File: config.mk
export PLATFORM = sky130hd
export DESIGN_NAME = morse_key_decoder_unit
export DESIGN_NICKNAME = d
export VERILOG_FILES = /design/src/rtl/core/mkd_pkg.sv /design/src/rtl/core/mkd_ram.sv /design/src/rtl/core/mkd_key_timer.sv /design/src/rtl/core/mkd_event_gen.sv /design/src/rtl/core/mkd_result_fifo.sv /design/src/rtl/core/morse_key_decoder_unit.sv
export SDC_FILE = /design/constraint.sdc
export NUM_CORES = 2
export LEC_CHECK = 0
export BUFFER_PORTS_ARGS = -buffer_cell sky130_fd_sc_hd__buf_2
export CAP_MARGIN = 20
export CORE_ASPECT_RATIO = 0.7
export CORE_MARGIN = 3
export CORE_UTILIZATION = 55
export CTS_CLUSTER_SIZE = 28
export DETAILED_ROUTE_END_ITERATION = 16
export GPL_TIMING_DRIVEN = 0
export PLACE_DENSITY = 0.71
export SLEW_MARGIN = 20
export SYNTH_ARGS = -nofsm -noshare
export SYNTH_HDL_FRONTEND = slang
export SYNTH_HIERARCHICAL = 1
export SYNTH_SLANG_ARGS = --single-unit
export TNS_END_PERCENT = 20
File: constraint.sdc
create_clock -name i_clk -period 14.4 [get_ports i_clk]
set_input_delay 2.16 -clock i_clk [delete_from_list [all_inputs] [get_ports i_clk]]
set_output_delay 2.16 -clock i_clk [all_outputs]
set_load 0.02 [all_outputs]
File: src/rtl/core/mkd_pkg.sv
// package for the morse key decoder: widths, register defaults, codes and types
// used by every module under rtl/core except mkd_ram, no dependencies

package mkd_pkg;

    localparam int MAX_MARKS   = 6;
    localparam int MARK_CNT_W  = 3;
    localparam int TBL_DEPTH   = 126;
    localparam int TBL_ADDR_W  = 7;
    localparam int IDX_W       = (MAX_MARKS + 1 > TBL_ADDR_W) ? MAX_MARKS + 1 : TBL_ADDR_W;
    localparam int SYM_W       = 8;
    localparam int TIME_W      = 32;
    localparam int CFG_W       = 16;
    localparam int CFG_IDX_W   = 3;
    localparam int RES_DEPTH   = 8;
    localparam int RES_PTR_W   = 3;
    localparam int RES_CNT_W   = 4;

    localparam logic [CFG_W-1:0] DEF_DEBOUNCE  = 16'd50;
    localparam logic [CFG_W-1:0] DEF_DOT_LIM   = 16'd265;
    localparam logic [CFG_W-1:0] DEF_DASH_LIM  = 16'd587;
    localparam logic [CFG_W-1:0] DEF_LETTER    = 16'd595;
    localparam logic [CFG_W-1:0] DEF_WORD      = 16'd1555;
    localparam logic [CFG_W-1:0] DEF_MESSAGE   = 16'd3965;

    localparam logic [SYM_W-1:0] SPACE_CHAR = 8'h20;

    typedef enum logic {
        OP_KEY   = 1'b0,
        OP_TABLE = 1'b1
    } t_opcode;

    typedef enum logic [1:0] {
        EV_NONE   = 2'd0,
        EV_CHAR   = 2'd1,
        EV_SPACE  = 2'd2,
        EV_COMMIT = 2'd3
    } t_ev_kind;

    typedef enum logic [CFG_IDX_W-1:0] {
        CFG_DEBOUNCE = 3'd0,
        CFG_DOT_LIM  = 3'd1,
        CFG_DASH_LIM = 3'd2,
        CFG_LETTER   = 3'd3,
        CFG_WORD     = 3'd4,
        CFG_MESSAGE  = 3'd5
    } t_cfg_idx;

    typedef struct packed {
        logic                  opcode;
        logic                  key_closed;
        logic [TIME_W-1:0]     now_ms;
        logic [TBL_ADDR_W-1:0] table_index;
        logic [SYM_W-1:0]      table_symbol;
    } t_in_item;

    typedef struct packed {
        logic             led_on;
        logic [1:0]       event_kind;
        logic [SYM_W-1:0] symbol;
        logic             lookup_failed;
        logic             last_result;
    } t_out_item;

    typedef struct packed {
        logic [CFG_W-1:0] debounce_ms;
        logic [CFG_W-1:0] dot_limit_ms;
        logic [CFG_W-1:0] dash_limit_ms;
        logic [CFG_W-1:0] letter_gap_ms;
        logic [CFG_W-1:0] word_gap_ms;
        logic [CFG_W-1:0] message_gap_ms;
    } t_cfg;

    typedef struct packed {
        logic valid;
        logic led;
        logic chr;
        logic hit;
        logic chk_open;
        logic ge_word;
        logic ge_msg;
    } t_s1;

    typedef struct packed {
        logic                  we;
        logic [TBL_ADDR_W-1:0] waddr;
        logic [SYM_W-1:0]      wdata;
        logic [TBL_ADDR_W-1:0] raddr;
    } t_ram_req;

    typedef struct packed {
        logic [1:0] n;
        t_out_item  r0;
        t_out_item  r1;
    } t_push;

endpackage

File: src/rtl/core/mkd_ram.sv
// generic single write port ram with registered read
// no dependencies

module mkd_ram #(
    parameter int WIDTH = 8,
    parameter int DEPTH = 128,
    parameter int ADDR_W = 7
) (
    input  logic              i_clk,
    input  logic              i_we,
    input  logic [ADDR_W-1:0] i_waddr,
    input  logic [WIDTH-1:0]  i_wdata,
    input  logic [ADDR_W-1:0] i_raddr,
    output logic [WIDTH-1:0]  o_rdata
);

    logic [WIDTH-1:0] r_mem [DEPTH];
    logic [WIDTH-1:0] r_rdata;

    always_ff @(posedge i_clk) begin
        if (i_we) begin
            r_mem[i_waddr] <= i_wdata;
        end
        r_rdata <= r_mem[i_raddr];
    end

    assign o_rdata = r_rdata;

endmodule

File: src/rtl/core/mkd_key_timer.sv
// first stage: debounce, press timing, mark gathering and table address
// depends on mkd_pkg

module mkd_key_timer (
    input  logic             i_clk,
    input  logic             i_rst_n,
    input  logic             i_accept,
    input  mkd_pkg::t_in_item i_item,
    input  mkd_pkg::t_cfg    i_cfg,
    output mkd_pkg::t_s1     o_s1,
    output mkd_pkg::t_ram_req o_ram_req
);

    localparam int TW = mkd_pkg::TIME_W;
    localparam int MM = mkd_pkg::MAX_MARKS;
    localparam int CW = mkd_pkg::MARK_CNT_W;
    localparam int IW = mkd_pkg::IDX_W;
    localparam int AW = mkd_pkg::TBL_ADDR_W;

    logic [TW-1:0]  r_db_stamp, n_db_stamp;
    logic [TW-1:0]  r_chg_stamp, n_chg_stamp;
    logic           r_raw_last, n_raw_last;
    logic           r_pressed, n_pressed;
    logic [MM-1:0]  r_bits, n_bits;
    logic [CW-1:0]  r_cnt, n_cnt;
    logic [mkd_pkg::TBL_DEPTH-1:0] r_tbl_vld;
    mkd_pkg::t_s1   r_s1, n_s1;

    logic          is_key, is_tbl, raw_chg, stable;
    logic          release_ev, press_ev, chk_open;
    logic          is_dot, is_dash, push_ok, fin_full, fin_gap, idx_ok;
    logic [TW-1:0] db_diff, held, elapsed;
    logic [MM-1:0] p_bits;
    logic [CW-1:0] p_cnt;
    logic [IW-1:0] idx;

    always_comb begin
        is_key     = i_accept && (i_item.opcode == mkd_pkg::OP_KEY);
        is_tbl     = i_accept && (i_item.opcode == mkd_pkg::OP_TABLE);
        raw_chg    = i_item.key_closed != r_raw_last;
        db_diff    = i_item.now_ms - r_db_stamp;
        stable     = is_key && !raw_chg && (db_diff > TW'(i_cfg.debounce_ms));
        release_ev = stable && !i_item.key_closed && r_pressed;
        press_ev   = stable && i_item.key_closed && !r_pressed;
        chk_open   = stable && !i_item.key_closed;

        held    = i_item.now_ms - r_chg_stamp;
        is_dot  = held < TW'(i_cfg.dot_limit_ms);
        is_dash = !is_dot && (held < TW'(i_cfg.dash_limit_ms));
        push_ok = release_ev && (is_dot || is_dash) && (r_cnt < CW'(MM));

        p_bits   = push_ok ? ((r_bits << 1) | MM'(is_dash)) : r_bits;
        p_cnt    = push_ok ? (r_cnt + CW'(1)) : r_cnt;
        fin_full = push_ok && (p_cnt >= CW'(MM));

        // a release restarts the open time
        elapsed  = release_ev ? '0 : held;
        fin_gap  = chk_open && !fin_full && (p_cnt != '0)
                   && (elapsed >= TW'(i_cfg.letter_gap_ms));

        idx    = IW'(p_bits) + (IW'(1) << p_cnt) - IW'(2);
        idx_ok = idx < IW'(mkd_pkg::TBL_DEPTH);

        n_raw_last  = is_key ? i_item.key_closed : r_raw_last;
        n_db_stamp  = (is_key && raw_chg) ? i_item.now_ms : r_db_stamp;
        n_chg_stamp = (release_ev || press_ev) ? i_item.now_ms : r_chg_stamp;
        n_pressed   = press_ev ? 1'b1 : (release_ev ? 1'b0 : r_pressed);
        if (!is_key) begin
            n_bits = r_bits;
            n_cnt  = r_cnt;
        end else if (fin_full || fin_gap) begin
            n_bits = '0;
            n_cnt  = '0;
        end else begin
            n_bits = p_bits;
            n_cnt  = p_cnt;
        end

        n_s1.valid    = is_key;
        n_s1.led      = n_pressed;
        n_s1.chr      = fin_full || fin_gap;
        n_s1.hit      = idx_ok && r_tbl_vld[idx[AW-1:0]];
        n_s1.chk_open = chk_open;
        n_s1.ge_word  = elapsed >= TW'(i_cfg.word_gap_ms);
        n_s1.ge_msg   = elapsed >= TW'(i_cfg.message_gap_ms);

        o_ram_req.we    = is_tbl && (i_item.table_index < AW'(mkd_pkg::TBL_DEPTH));
        o_ram_req.waddr = i_item.table_index;
        o_ram_req.wdata = i_item.table_symbol;
        o_ram_req.raddr = idx[AW-1:0];
    end

    always_ff @(posedge i_clk) begin
        if (!i_rst_n) begin
            r_db_stamp  <= '0;
            r_chg_stamp <= '0;
            r_raw_last  <= 1'b0;
            r_pressed   <= 1'b0;
            r_bits      <= '0;
            r_cnt       <= '0;
            r_tbl_vld   <= '0;
            r_s1.valid  <= 1'b0;
        end else begin
            r_db_stamp  <= n_db_stamp;
            r_chg_stamp <= n_chg_stamp;
            r_raw_last  <= n_raw_last;
            r_pressed   <= n_pressed;
            r_bits      <= n_bits;
            r_cnt       <= n_cnt;
            r_s1        <= n_s1;
            if (o_ram_req.we) begin
                r_tbl_vld[i_item.table_index] <= 1'b1;
            end
        end
    end

    assign o_s1 = r_s1;

endmodule

File: src/rtl/core/mkd_event_gen.sv
// second stage: symbol decode, word space and commit decisions, result build
// depends on mkd_pkg

module mkd_event_gen (
    input  logic                        i_clk,
    input  logic                        i_rst_n,
    input  mkd_pkg::t_s1                i_s1,
    input  logic [mkd_pkg::SYM_W-1:0]   i_rdata,
    output mkd_pkg::t_push              o_push
);

    logic r_mne, n_mne;
    logic r_lws, n_lws;

    logic [mkd_pkg::SYM_W-1:0] sym;
    logic                      fail, lws_c, mne_c, do_commit, do_space, has_gap;
    mkd_pkg::t_out_item        chr_res, gap_res, none_res;

    always_comb begin
        sym       = i_s1.hit ? i_rdata : '0;
        fail      = sym == '0;
        lws_c     = i_s1.chr ? (sym == mkd_pkg::SPACE_CHAR) : r_lws;
        mne_c     = i_s1.chr ? 1'b1 : r_mne;
        do_commit = i_s1.chk_open && mne_c && i_s1.ge_msg;
        do_space  = i_s1.chk_open && mne_c && !i_s1.ge_msg && !lws_c && i_s1.ge_word;
        has_gap   = do_commit || do_space;

        chr_res.led_on        = i_s1.led;
        chr_res.event_kind    = mkd_pkg::EV_CHAR;
        chr_res.symbol        = sym;
        chr_res.lookup_failed = fail;
        chr_res.last_result   = !has_gap;

        gap_res.led_on        = i_s1.led;
        gap_res.event_kind    = do_commit ? mkd_pkg::EV_COMMIT : mkd_pkg::EV_SPACE;
        gap_res.symbol        = '0;
        gap_res.lookup_failed = 1'b0;
        gap_res.last_result   = 1'b1;

        none_res.led_on        = i_s1.led;
        none_res.event_kind    = mkd_pkg::EV_NONE;
        none_res.symbol        = '0;
        none_res.lookup_failed = 1'b0;
        none_res.last_result   = 1'b1;

        o_push.r0 = i_s1.chr ? chr_res : (has_gap ? gap_res : none_res);
        o_push.r1 = gap_res;
        if (!i_s1.valid) begin
            o_push.n = 2'd0;
        end else if (i_s1.chr && has_gap) begin
            o_push.n = 2'd2;
        end else begin
            o_push.n = 2'd1;
        end

        n_mne = r_mne;
        n_lws = r_lws;
        if (i_s1.valid) begin
            n_mne = do_commit ? 1'b0 : mne_c;
            n_lws = do_commit ? 1'b0 : (do_space ? 1'b1 : lws_c);
        end
    end

    always_ff @(posedge i_clk) begin
        if (!i_rst_n) begin
            r_mne <= 1'b0;
            r_lws <= 1'b0;
        end else begin
            r_mne <= n_mne;
            r_lws <= n_lws;
        end
    end

endmodule

File: src/rtl/core/mkd_result_fifo.sv
// result queue: takes up to two results per cycle, hands out one per transfer
// depends on mkd_pkg

module mkd_result_fifo (
    input  logic                          i_clk,
    input  logic                          i_rst_n,
    input  mkd_pkg::t_push                i_push,
    input  logic                          i_pop,
    output mkd_pkg::t_out_item            o_head,
    output logic [mkd_pkg::RES_CNT_W-1:0] o_count
);

    localparam int PW = mkd_pkg::RES_PTR_W;
    localparam int CW = mkd_pkg::RES_CNT_W;

    mkd_pkg::t_out_item r_mem [mkd_pkg::RES_DEPTH];
    logic [PW-1:0] r_wr, n_wr;
    logic [PW-1:0] r_rd, n_rd;
    logic [CW-1:0] r_cnt, n_cnt;

    always_comb begin
        n_wr  = r_wr + PW'(i_push.n);
        n_rd  = r_rd + PW'(i_pop);
        n_cnt = r_cnt + CW'(i_push.n) - CW'(i_pop);
    end

    always_ff @(posedge i_clk) begin
        if (i_push.n != 2'd0) begin
            r_mem[r_wr] <= i_push.r0;
        end
        if (i_push.n == 2'd2) begin
            r_mem[r_wr + PW'(1)] <= i_push.r1;
        end
    end

    always_ff @(posedge i_clk) begin
        if (!i_rst_n) begin
            r_wr  <= '0;
            r_rd  <= '0;
            r_cnt <= '0;
        end else begin
            r_wr  <= n_wr;
            r_rd  <= n_rd;
            r_cnt <= n_cnt;
        end
    end

    assign o_head  = r_mem[r_rd];
    assign o_count = r_cnt;

endmodule

File: src/rtl/core/morse_key_decoder_unit.sv
// morse key decoder top level: config registers, symbol table ram, two stages, result queue
// depends on mkd_pkg, mkd_ram, mkd_key_timer, mkd_event_gen, mkd_result_fifo
// a key sample passes the stage one register; its results are offered from the result queue
// throughput: one item per cycle while o_stall is low; results leave one per cycle while
// i_stall is low, via an 8-entry queue; two-result samples can fill it, raising o_stall
// reset: synchronous, clears all key state, queue and the 126 table valid flags at once

module morse_key_decoder_unit (
    input  logic                          i_clk,
    input  logic                          i_rst_n,
    input  logic                          i_valid,
    output logic                          o_stall,
    input  mkd_pkg::t_in_item             i_item,
    output logic                          o_valid,
    input  logic                          i_stall,
    output mkd_pkg::t_out_item            o_result,
    input  logic                          i_cfg_we,
    input  logic [mkd_pkg::CFG_IDX_W-1:0] i_cfg_index,
    input  logic [mkd_pkg::CFG_W-1:0]     i_cfg_data
);

    localparam int CW = mkd_pkg::RES_CNT_W;

    mkd_pkg::t_cfg     r_cfg;
    mkd_pkg::t_s1      s1;
    mkd_pkg::t_ram_req ram_req;
    mkd_pkg::t_push    push;
    logic [mkd_pkg::SYM_W-1:0] rdata;
    logic [CW-1:0]     q_count;
    logic              accept, pop;

    // room for every result still in flight plus two more
    assign o_stall = (q_count + (s1.valid ? CW'(2) : CW'(0))) > CW'(mkd_pkg::RES_DEPTH - 2);
    assign accept  = i_valid && !o_stall;
    assign o_valid = q_count != '0;
    assign pop     = o_valid && !i_stall;

    always_ff @(posedge i_clk) begin
        if (!i_rst_n) begin
            r_cfg.debounce_ms    <= mkd_pkg::DEF_DEBOUNCE;
            r_cfg.dot_limit_ms   <= mkd_pkg::DEF_DOT_LIM;
            r_cfg.dash_limit_ms  <= mkd_pkg::DEF_DASH_LIM;
            r_cfg.letter_gap_ms  <= mkd_pkg::DEF_LETTER;
            r_cfg.word_gap_ms    <= mkd_pkg::DEF_WORD;
            r_cfg.message_gap_ms <= mkd_pkg::DEF_MESSAGE;
        end else if (i_cfg_we) begin
            unique case (mkd_pkg::t_cfg_idx'(i_cfg_index))
                mkd_pkg::CFG_DEBOUNCE: r_cfg.debounce_ms    <= i_cfg_data;
                mkd_pkg::CFG_DOT_LIM:  r_cfg.dot_limit_ms   <= i_cfg_data;
                mkd_pkg::CFG_DASH_LIM: r_cfg.dash_limit_ms  <= i_cfg_data;
                mkd_pkg::CFG_LETTER:   r_cfg.letter_gap_ms  <= i_cfg_data;
                mkd_pkg::CFG_WORD:     r_cfg.word_gap_ms    <= i_cfg_data;
                mkd_pkg::CFG_MESSAGE:  r_cfg.message_gap_ms <= i_cfg_data;
                default: ;
            endcase
        end
    end

    mkd_key_timer u_key_timer (
        .i_clk     (i_clk),
        .i_rst_n   (i_rst_n),
        .i_accept  (accept),
        .i_item    (i_item),
        .i_cfg     (r_cfg),
        .o_s1      (s1),
        .o_ram_req (ram_req)
    );

    mkd_ram #(
        .WIDTH  (mkd_pkg::SYM_W),
        .DEPTH  (mkd_pkg::TBL_DEPTH),
        .ADDR_W (mkd_pkg::TBL_ADDR_W)
    ) u_symbol_ram (
        .i_clk   (i_clk),
        .i_we    (ram_req.we),
        .i_waddr (ram_req.waddr),
        .i_wdata (ram_req.wdata),
        .i_raddr (ram_req.raddr),
        .o_rdata (rdata)
    );

    mkd_event_gen u_event_gen (
        .i_clk   (i_clk),
        .i_rst_n (i_rst_n),
        .i_s1    (s1),
        .i_rdata (rdata),
        .o_push  (push)
    );

    mkd_result_fifo u_result_fifo (
        .i_clk   (i_clk),
        .i_rst_n (i_rst_n),
        .i_push  (push),
        .i_pop   (pop),
        .o_head  (o_result),
        .o_count (q_count)
    );

    a_key_gives_result: assert property (@(posedge i_clk) disable iff (!i_rst_n)
        (accept && (i_item.opcode == mkd_pkg::OP_KEY)) |=> (push.n != 2'd0))
        else $error("key sample transfer produced no result");

    a_table_no_result: assert property (@(posedge i_clk) disable iff (!i_rst_n)
        (accept && (i_item.opcode == mkd_pkg::OP_TABLE)) |=> (push.n == 2'd0))
        else $error("table write produced a result");

    a_queue_bound: assert property (@(posedge i_clk) disable iff (!i_rst_n)
        (q_count <= CW'(mkd_pkg::RES_DEPTH)))
        else $error("result queue overflow");

    a_pop_shrinks: assert property (@(posedge i_clk) disable iff (!i_rst_n)
        (pop && (push.n == 2'd0)) |=> (q_count == $past(q_count) - CW'(1)))
        else $error("result queue count wrong after transfer");

endmodule
Word level (Yosys, flattened, before mapping)

Memory sizes are Yosys's and may differ from the RTL's. A register that Yosys moved wholly into a read port is not among the register bits.
Cells that the tools add are included.

Memories kept: 2
Logic and storage cells: 146
Register bits: 316
Bits in writable memories: 1112

Memory list:

| memory              | depth | bits a word | read ports | clocked after Yosys merged registers in | wr ports | line                  | text |
|---|---|---|---|---|---|---|---|
| u_symbol_ram.r_mem  | 126   | 8           | 1          | 1                                       | 1        | mkd_ram.sv:17         | `logic [WIDTH-1:0] r_mem [DEPTH];` |
| u_result_fifo.r_mem | 8     | 13          | 1          | 1                                       | 2        | mkd_result_fifo.sv:16 | `mkd_pkg::t_out_item r_mem [mkd_pkg::RES_DEPTH];` |

Order comparisons: 14
Reductions and logical operators: 52
Multiplexer cells: 30
Shift operators: 1
Equality and inequality tests: 8
$add $sub $neg: 11
Bitwise logic cells: 3

Operator list:

| operator              | count |
|---|---|
| $or A126 B126 Y126    | 1 |
| $ge A32 B16 Y1        | 3 |
| $lt A32 B16 Y1        | 2 |
| $sub A32 B32 Y32      | 2 |
| $gt A32 B16 Y1        | 1 |
| $mux W32              | 1 |
| $logic_and A1 B1 Y1   | 27 |
| $mux W12              | 2 |
| $lt A7 B8 Y1 const B  | 2 |
| $mux W1               | 16 |
| $lt A7 B7 Y1 const B  | 2 |
| $mux W6               | 2 |
| $reduce_and A2 Y1     | 6 |
| $logic_not A1 Y1      | 10 |
| $mux W3               | 3 |
| $add A4 B2 Y4         | 2 |
| $eq A8 B6 Y1 const B  | 1 |
| $logic_not A8 Y1      | 1 |
| $mux W8               | 1 |
| $add A6 B7 Y7         | 1 |
| $bmux W1 S7           | 1 |
| $demux W1 S7          | 1 |
| $ge A7 B1 Y1 const B  | 1 |
| $shl A1 B3 Y7 const A | 1 |
| other kinds (21)      | 29 |

Longest topological paths before layout

Depth after elaboration: 21
Mapped depth: 41
Depth with buffers taken out: 38

Hierarchy

Netlist, hierarchy kept.

Modules (own cells, without submodules):

| module                 | seq. area each (um^2) | cells an instance | times used | area each (um^2) |
|---|---|---|---|---|
| mkd_ram                | 30429.2               | 1948              | 1          | 39736.9 |
| mkd_key_timer          | 4224.1                | 1886              | 1          | 15693.8 |
| mkd_result_fifo        | 3323.2                | 340               | 1          | 5886.9 |
| morse_key_decoder_unit | 1921.8                | 363               | 1          | 3789.9 |
| mkd_event_gen          | 40.0                  | 50                | 1          | 371.6 |

Least setup slack after synthesis

Ideal clock, no wire load.

Kind: input to register
From: input i_item[15] (netlist bit)
To: register u_key_timer.r_s1, in the netlist u_key_timer/o_s1[3] (data pin)
Setup time: 0.262 ns
Buffers on the path: 1
Required time: 14.138 ns
Stages: 32
Setup slack: 4.773 ns
Arrival: 9.364 ns
Cell sequence: inv_1 > ha_1 > fa_1 > and2b_1 > o2111a_1 > nor3_1 > o21ai_0 > a21oi_1 > xnor2_1 > ha_1 > a21oi_1 > nand2_1 > a22o_1 > or4_1 > a22oi_1 > o2111ai_1 > nor4_4 > a21oi_2 > and3b_1 > buf_6 > nor2b_1 > nand2_1 > a21oi_1 > a21oi_1 > ha_1 > inv_1 > ha_1 > fa_1 > xor2_1 > mux4_2 > mux4_2 > mux2_1

RTL lines:

| item                 | line                         | text |
|---|---|---|
| start, declared      | morse_key_decoder_unit.sv:13 | `input mkd_pkg::t_in_item i_item,` |
| end signal, assigned | mkd_key_timer.sv:110         | `r_s1 <= n_s1;` |
| end, declared        | mkd_key_timer.sv:27          | `mkd_pkg::t_s1 r_s1, n_s1;` |

==> impl_metrics.tcl <==
set metrics [dict create \
    yosysWarnings 6 \
    synthAdderAreaFrac_pct 3.57 \
    grt_overflow 0 \
    ys.flop_type "edfxtp_1" \
    synth_cell_types 111 \
    seq_area_sq_um 39900 \
    synth-simple-area-share_pct 7.99 \
    reg2regPathDepth 38 \
    tns_ns 0 \
    viasPerCell 6.37 \
    critPathMostFrequentCell "a21oi_1" \
    period_share_pct 93.2 \
    ant_nets 0 \
    final-setup-viol-count 0 \
    report.final.slew_viol_count 0 \
    io_buffers 77 \
    routed_wl_um 178000 \
    cp-end-kind "flip-flop" \
    fin_nets 5080 \
    ys_seq_area_share_pct 61.0 \
    rsz0062_at_grt "false" \
    io-pin-count 88 \
    syn_inst 4587 \
    crit_type "primary input to flip-flop" \
    clockBufferDepth 3 \
    start_kind "primary input" \
    max_stage_delay_ns 1.05 \
    die_x_um 418 \
    multi_input_area_sq_um 23400 \
    synth_compound_area_share_pct 7.12 \
    hold_violations 0 \
    clkTransAtPathRegs_ns 0.06 \
    grt_pass1_wl_um 261000 \
    hold_slack_ns 0.456 \
    worst_pin_slew_ns 1.27 \
    cts_hold_buf 0 \
    wire_per_inst_um 27.4 \
    cts_sinks 1436 \
    synth_edf_count 1118 \
    hold_path_end "u_key_timer/r_tbl_vld[59]" \
    syn_area_per_cell_sq_um 14.3 \
    cts_tree "built" \
    slew_headroom_pct 15.2 \
    clock_latency_ns 0.78 \
    rr_endpoint "u_symbol_ram/o_rdata[7]" \
    vias 41300 \
    postCtsSetupBuffers 0 \
    grt_max_degree 127 \
    drt-pass1-iter-count 6 \
    gp_congestion 0.972 \
    core-area_sq_um 118000 \
    first_iter_violations 5569 \
    grt_use_total_pct 28.8 \
    fin_area_sq_um 72600 \
    synth_xor_area_share_pct 0.692 \
    fmax_mhz 74.5 \
    arrival_ns 13.98 \
    r2r_slack_ns 2.19 \
    placed_area_sq_um 68100 \
    cellLeakagePower_uw 0.0258 \
    async_flop_share_pct 0 \
    synth_top_family_by_area "multiplexers" \
    dp_cells 6232 \
    crit_required_ns 14.95 \
    synth.area.mux_share_pct 16.1 \
    grt_pass1_vias 38600 \
    area_growth_syn_to_layout_pct 10.8 \
    drc 0 \
    finalNonFillerCells 6483 \
    reg2reg_from "u_key_timer/r_db_stamp[8]" \
    ys_ff_latch 1436 \
    num-fill-cells 8815 \
    hold_depth 1 \
    dieArea_sq_um 123000 \
    synthesis.area_sq_um 65500 \
    cts_buffers 139 \
    rows 105 \
    root_buffer "clkbuf_16" \
    cp_max_fo 10 \
    drive_above_1_share_pct 19.0 \
    maxCapViolCount 0 \
    min_path_type "flip-flop to flip-flop" \
    antenna_found_initial 8 \
    post-route-util_pct 61.7 \
    ir_drop_uv 123 \
    cts_resized 0 \
    die_h_um 295 \
    worstHoldStart "u_key_timer/r_tbl_vld[59]" \
    skew_ns 0.0231 \
    htreeDepth 4 \
    fin_crit_ns 13.43 \
    dp_hpwl_um 122000 \
    cp_slowest_cell "a311oi_1" \
    initial_core_util_pct 55.6 \
    outcome "completed" \
    powerDensity_nw_per_um2 121 \
]
[cells in the mapped netlist (120+ instances only)]
cell type | number | area, sq um
ha_1 | 179 | 2240
o21a_1 | 147 | 1100
nor2_1 | 334 | 1250
mux2i_1 | 254 | 2540
nor2b_1 | 120 | 751
dfxtp_1 | 318 | 6370
edfxtp_1 | 1118 | 33600
mux4_2 | 278 | 6260
mux2_2 | 137 | 1540
inv_1 | 193 | 724
a21oi_1 | 133 | 666
nand2_1 | 335 | 1260
[power by group]
group	total [uW]	switching [uW]	internal, uW
Clock	3620	1580	2030
Combinational	671	431	240
Sequential	4510	19.4	4490
[cells by family (layout without fill, tap and decap cells)]
| group | count (synthesis) | count (layout) |
|---|---|---|
| flops | 1436 | 1436 |
| buf+inv | 467 | 800 |
| fa+ha+maj | 184 | 184 |
| simple gates | 1090 | 1090 |
| mux | 683 | 683 |
| compound gates | 675 | 675 |
| other cells | 2 | 14 |
| xor+xnor | 50 | 50 |
[worst max path at each step]
stage | startpoint | endpoint | slack [ns] | depth (start not counted)
2_1_floorplan | i_item[15] | u_key_timer/o_s1[3] | 4.77 | 32
3_5_place_dp | i_item[15] | u_symbol_ram/o_rdata[7] | 0.94 | 40
3_3_place_gp | i_item[15] | u_symbol_ram/o_rdata[7] | 0.95 | 36
4_1_cts | i_item[15] | u_symbol_ram/o_rdata[7] | 1.73 | 40
5_1_grt | i_item[15] | u_symbol_ram/o_rdata[3] | 0.82 | 40
6_report | i_item[15] | u_symbol_ram/o_rdata[7] | 0.97 | 40
[sequential cells by signal, summed over array words and instances, names as in the netlist, 7 cells and up]
name	count
r_cfg	96
u_result_fifo/r_mem	104
u_key_timer/r_tbl_vld	126
u_key_timer/r_chg_stamp	32
u_key_timer/o_s1	7
u_symbol_ram/o_rdata	8
u_key_timer/r_db_stamp	32
u_symbol_ram/r_mem	1008
[worst max-delay path, delay by kind of cell]
| family | cells | cell delay (ns) |
|---|---|---|
| and+or+nand+nor | 10 | 2.72 |
| adders and majority gates | 5 | 1.67 |
| buffers and inverters | 6 | 1.34 |
| xor gates and xnor gates | 3 | 1.21 |
| AOI/OAI and AO/OA | 16 | 4.81 |
[through the flow]
step           setup slack, ns  power, uW
2_1_floorplan             4.77       5030
3_3_place_gp             0.952       5230
3_5_place_dp             0.944       5250
4_1_cts                   1.73       8830
5_1_grt                  0.823       9080
6_report                 0.974       8790
[final cells by class]
class,count,share of cell area [%]
buffer,270,2.21
inverter,197,1.02
antenna,3,0.0103
clock inverter,67,1.02
sequential,1436,55.0
clock buffer,180,5.12
timing repair buffer,86,0.676
tap,1551,2.67
multi-input combinational,2693,32.2
[cells in the final DEF (no fill, tap or decap), types with 23 or more instances in the layout]
cell type,count
nand2b_1,24
buf_2,132
mux4_2,278
nand2_1,335
a211oi_1,25
clkbuf_16,141
a31oi_1,27
mux2_2,137
ha_1,179
a21oi_1,133
clkbuf_1,139
a21o_1,40
nand3_1,73
a22oi_1,32
buf_4,63
and2_1,23
buf_6,38
o21ai_0,81
xnor2_1,26
inv_1,193
o21a_1,147
dfxtp_1,318
nand4_1,41
nor2_1,334
mux2i_1,254
nor2b_1,120
a21boi_0,39
edfxtp_1,1118
[routing by layer]
metal | GRT usage [%] | wire, um | up-vias
met5 | 0 | 0 | -
met4 | 7.47 | 4110 | 0
met3 | 8.19 | 22400 | 283
met2 | 39.2 | 72500 | 2333
met1 | 45.3 | 78800 | 20900
li1 | - | - | 17800
Power figures use the tool's default switching activity.
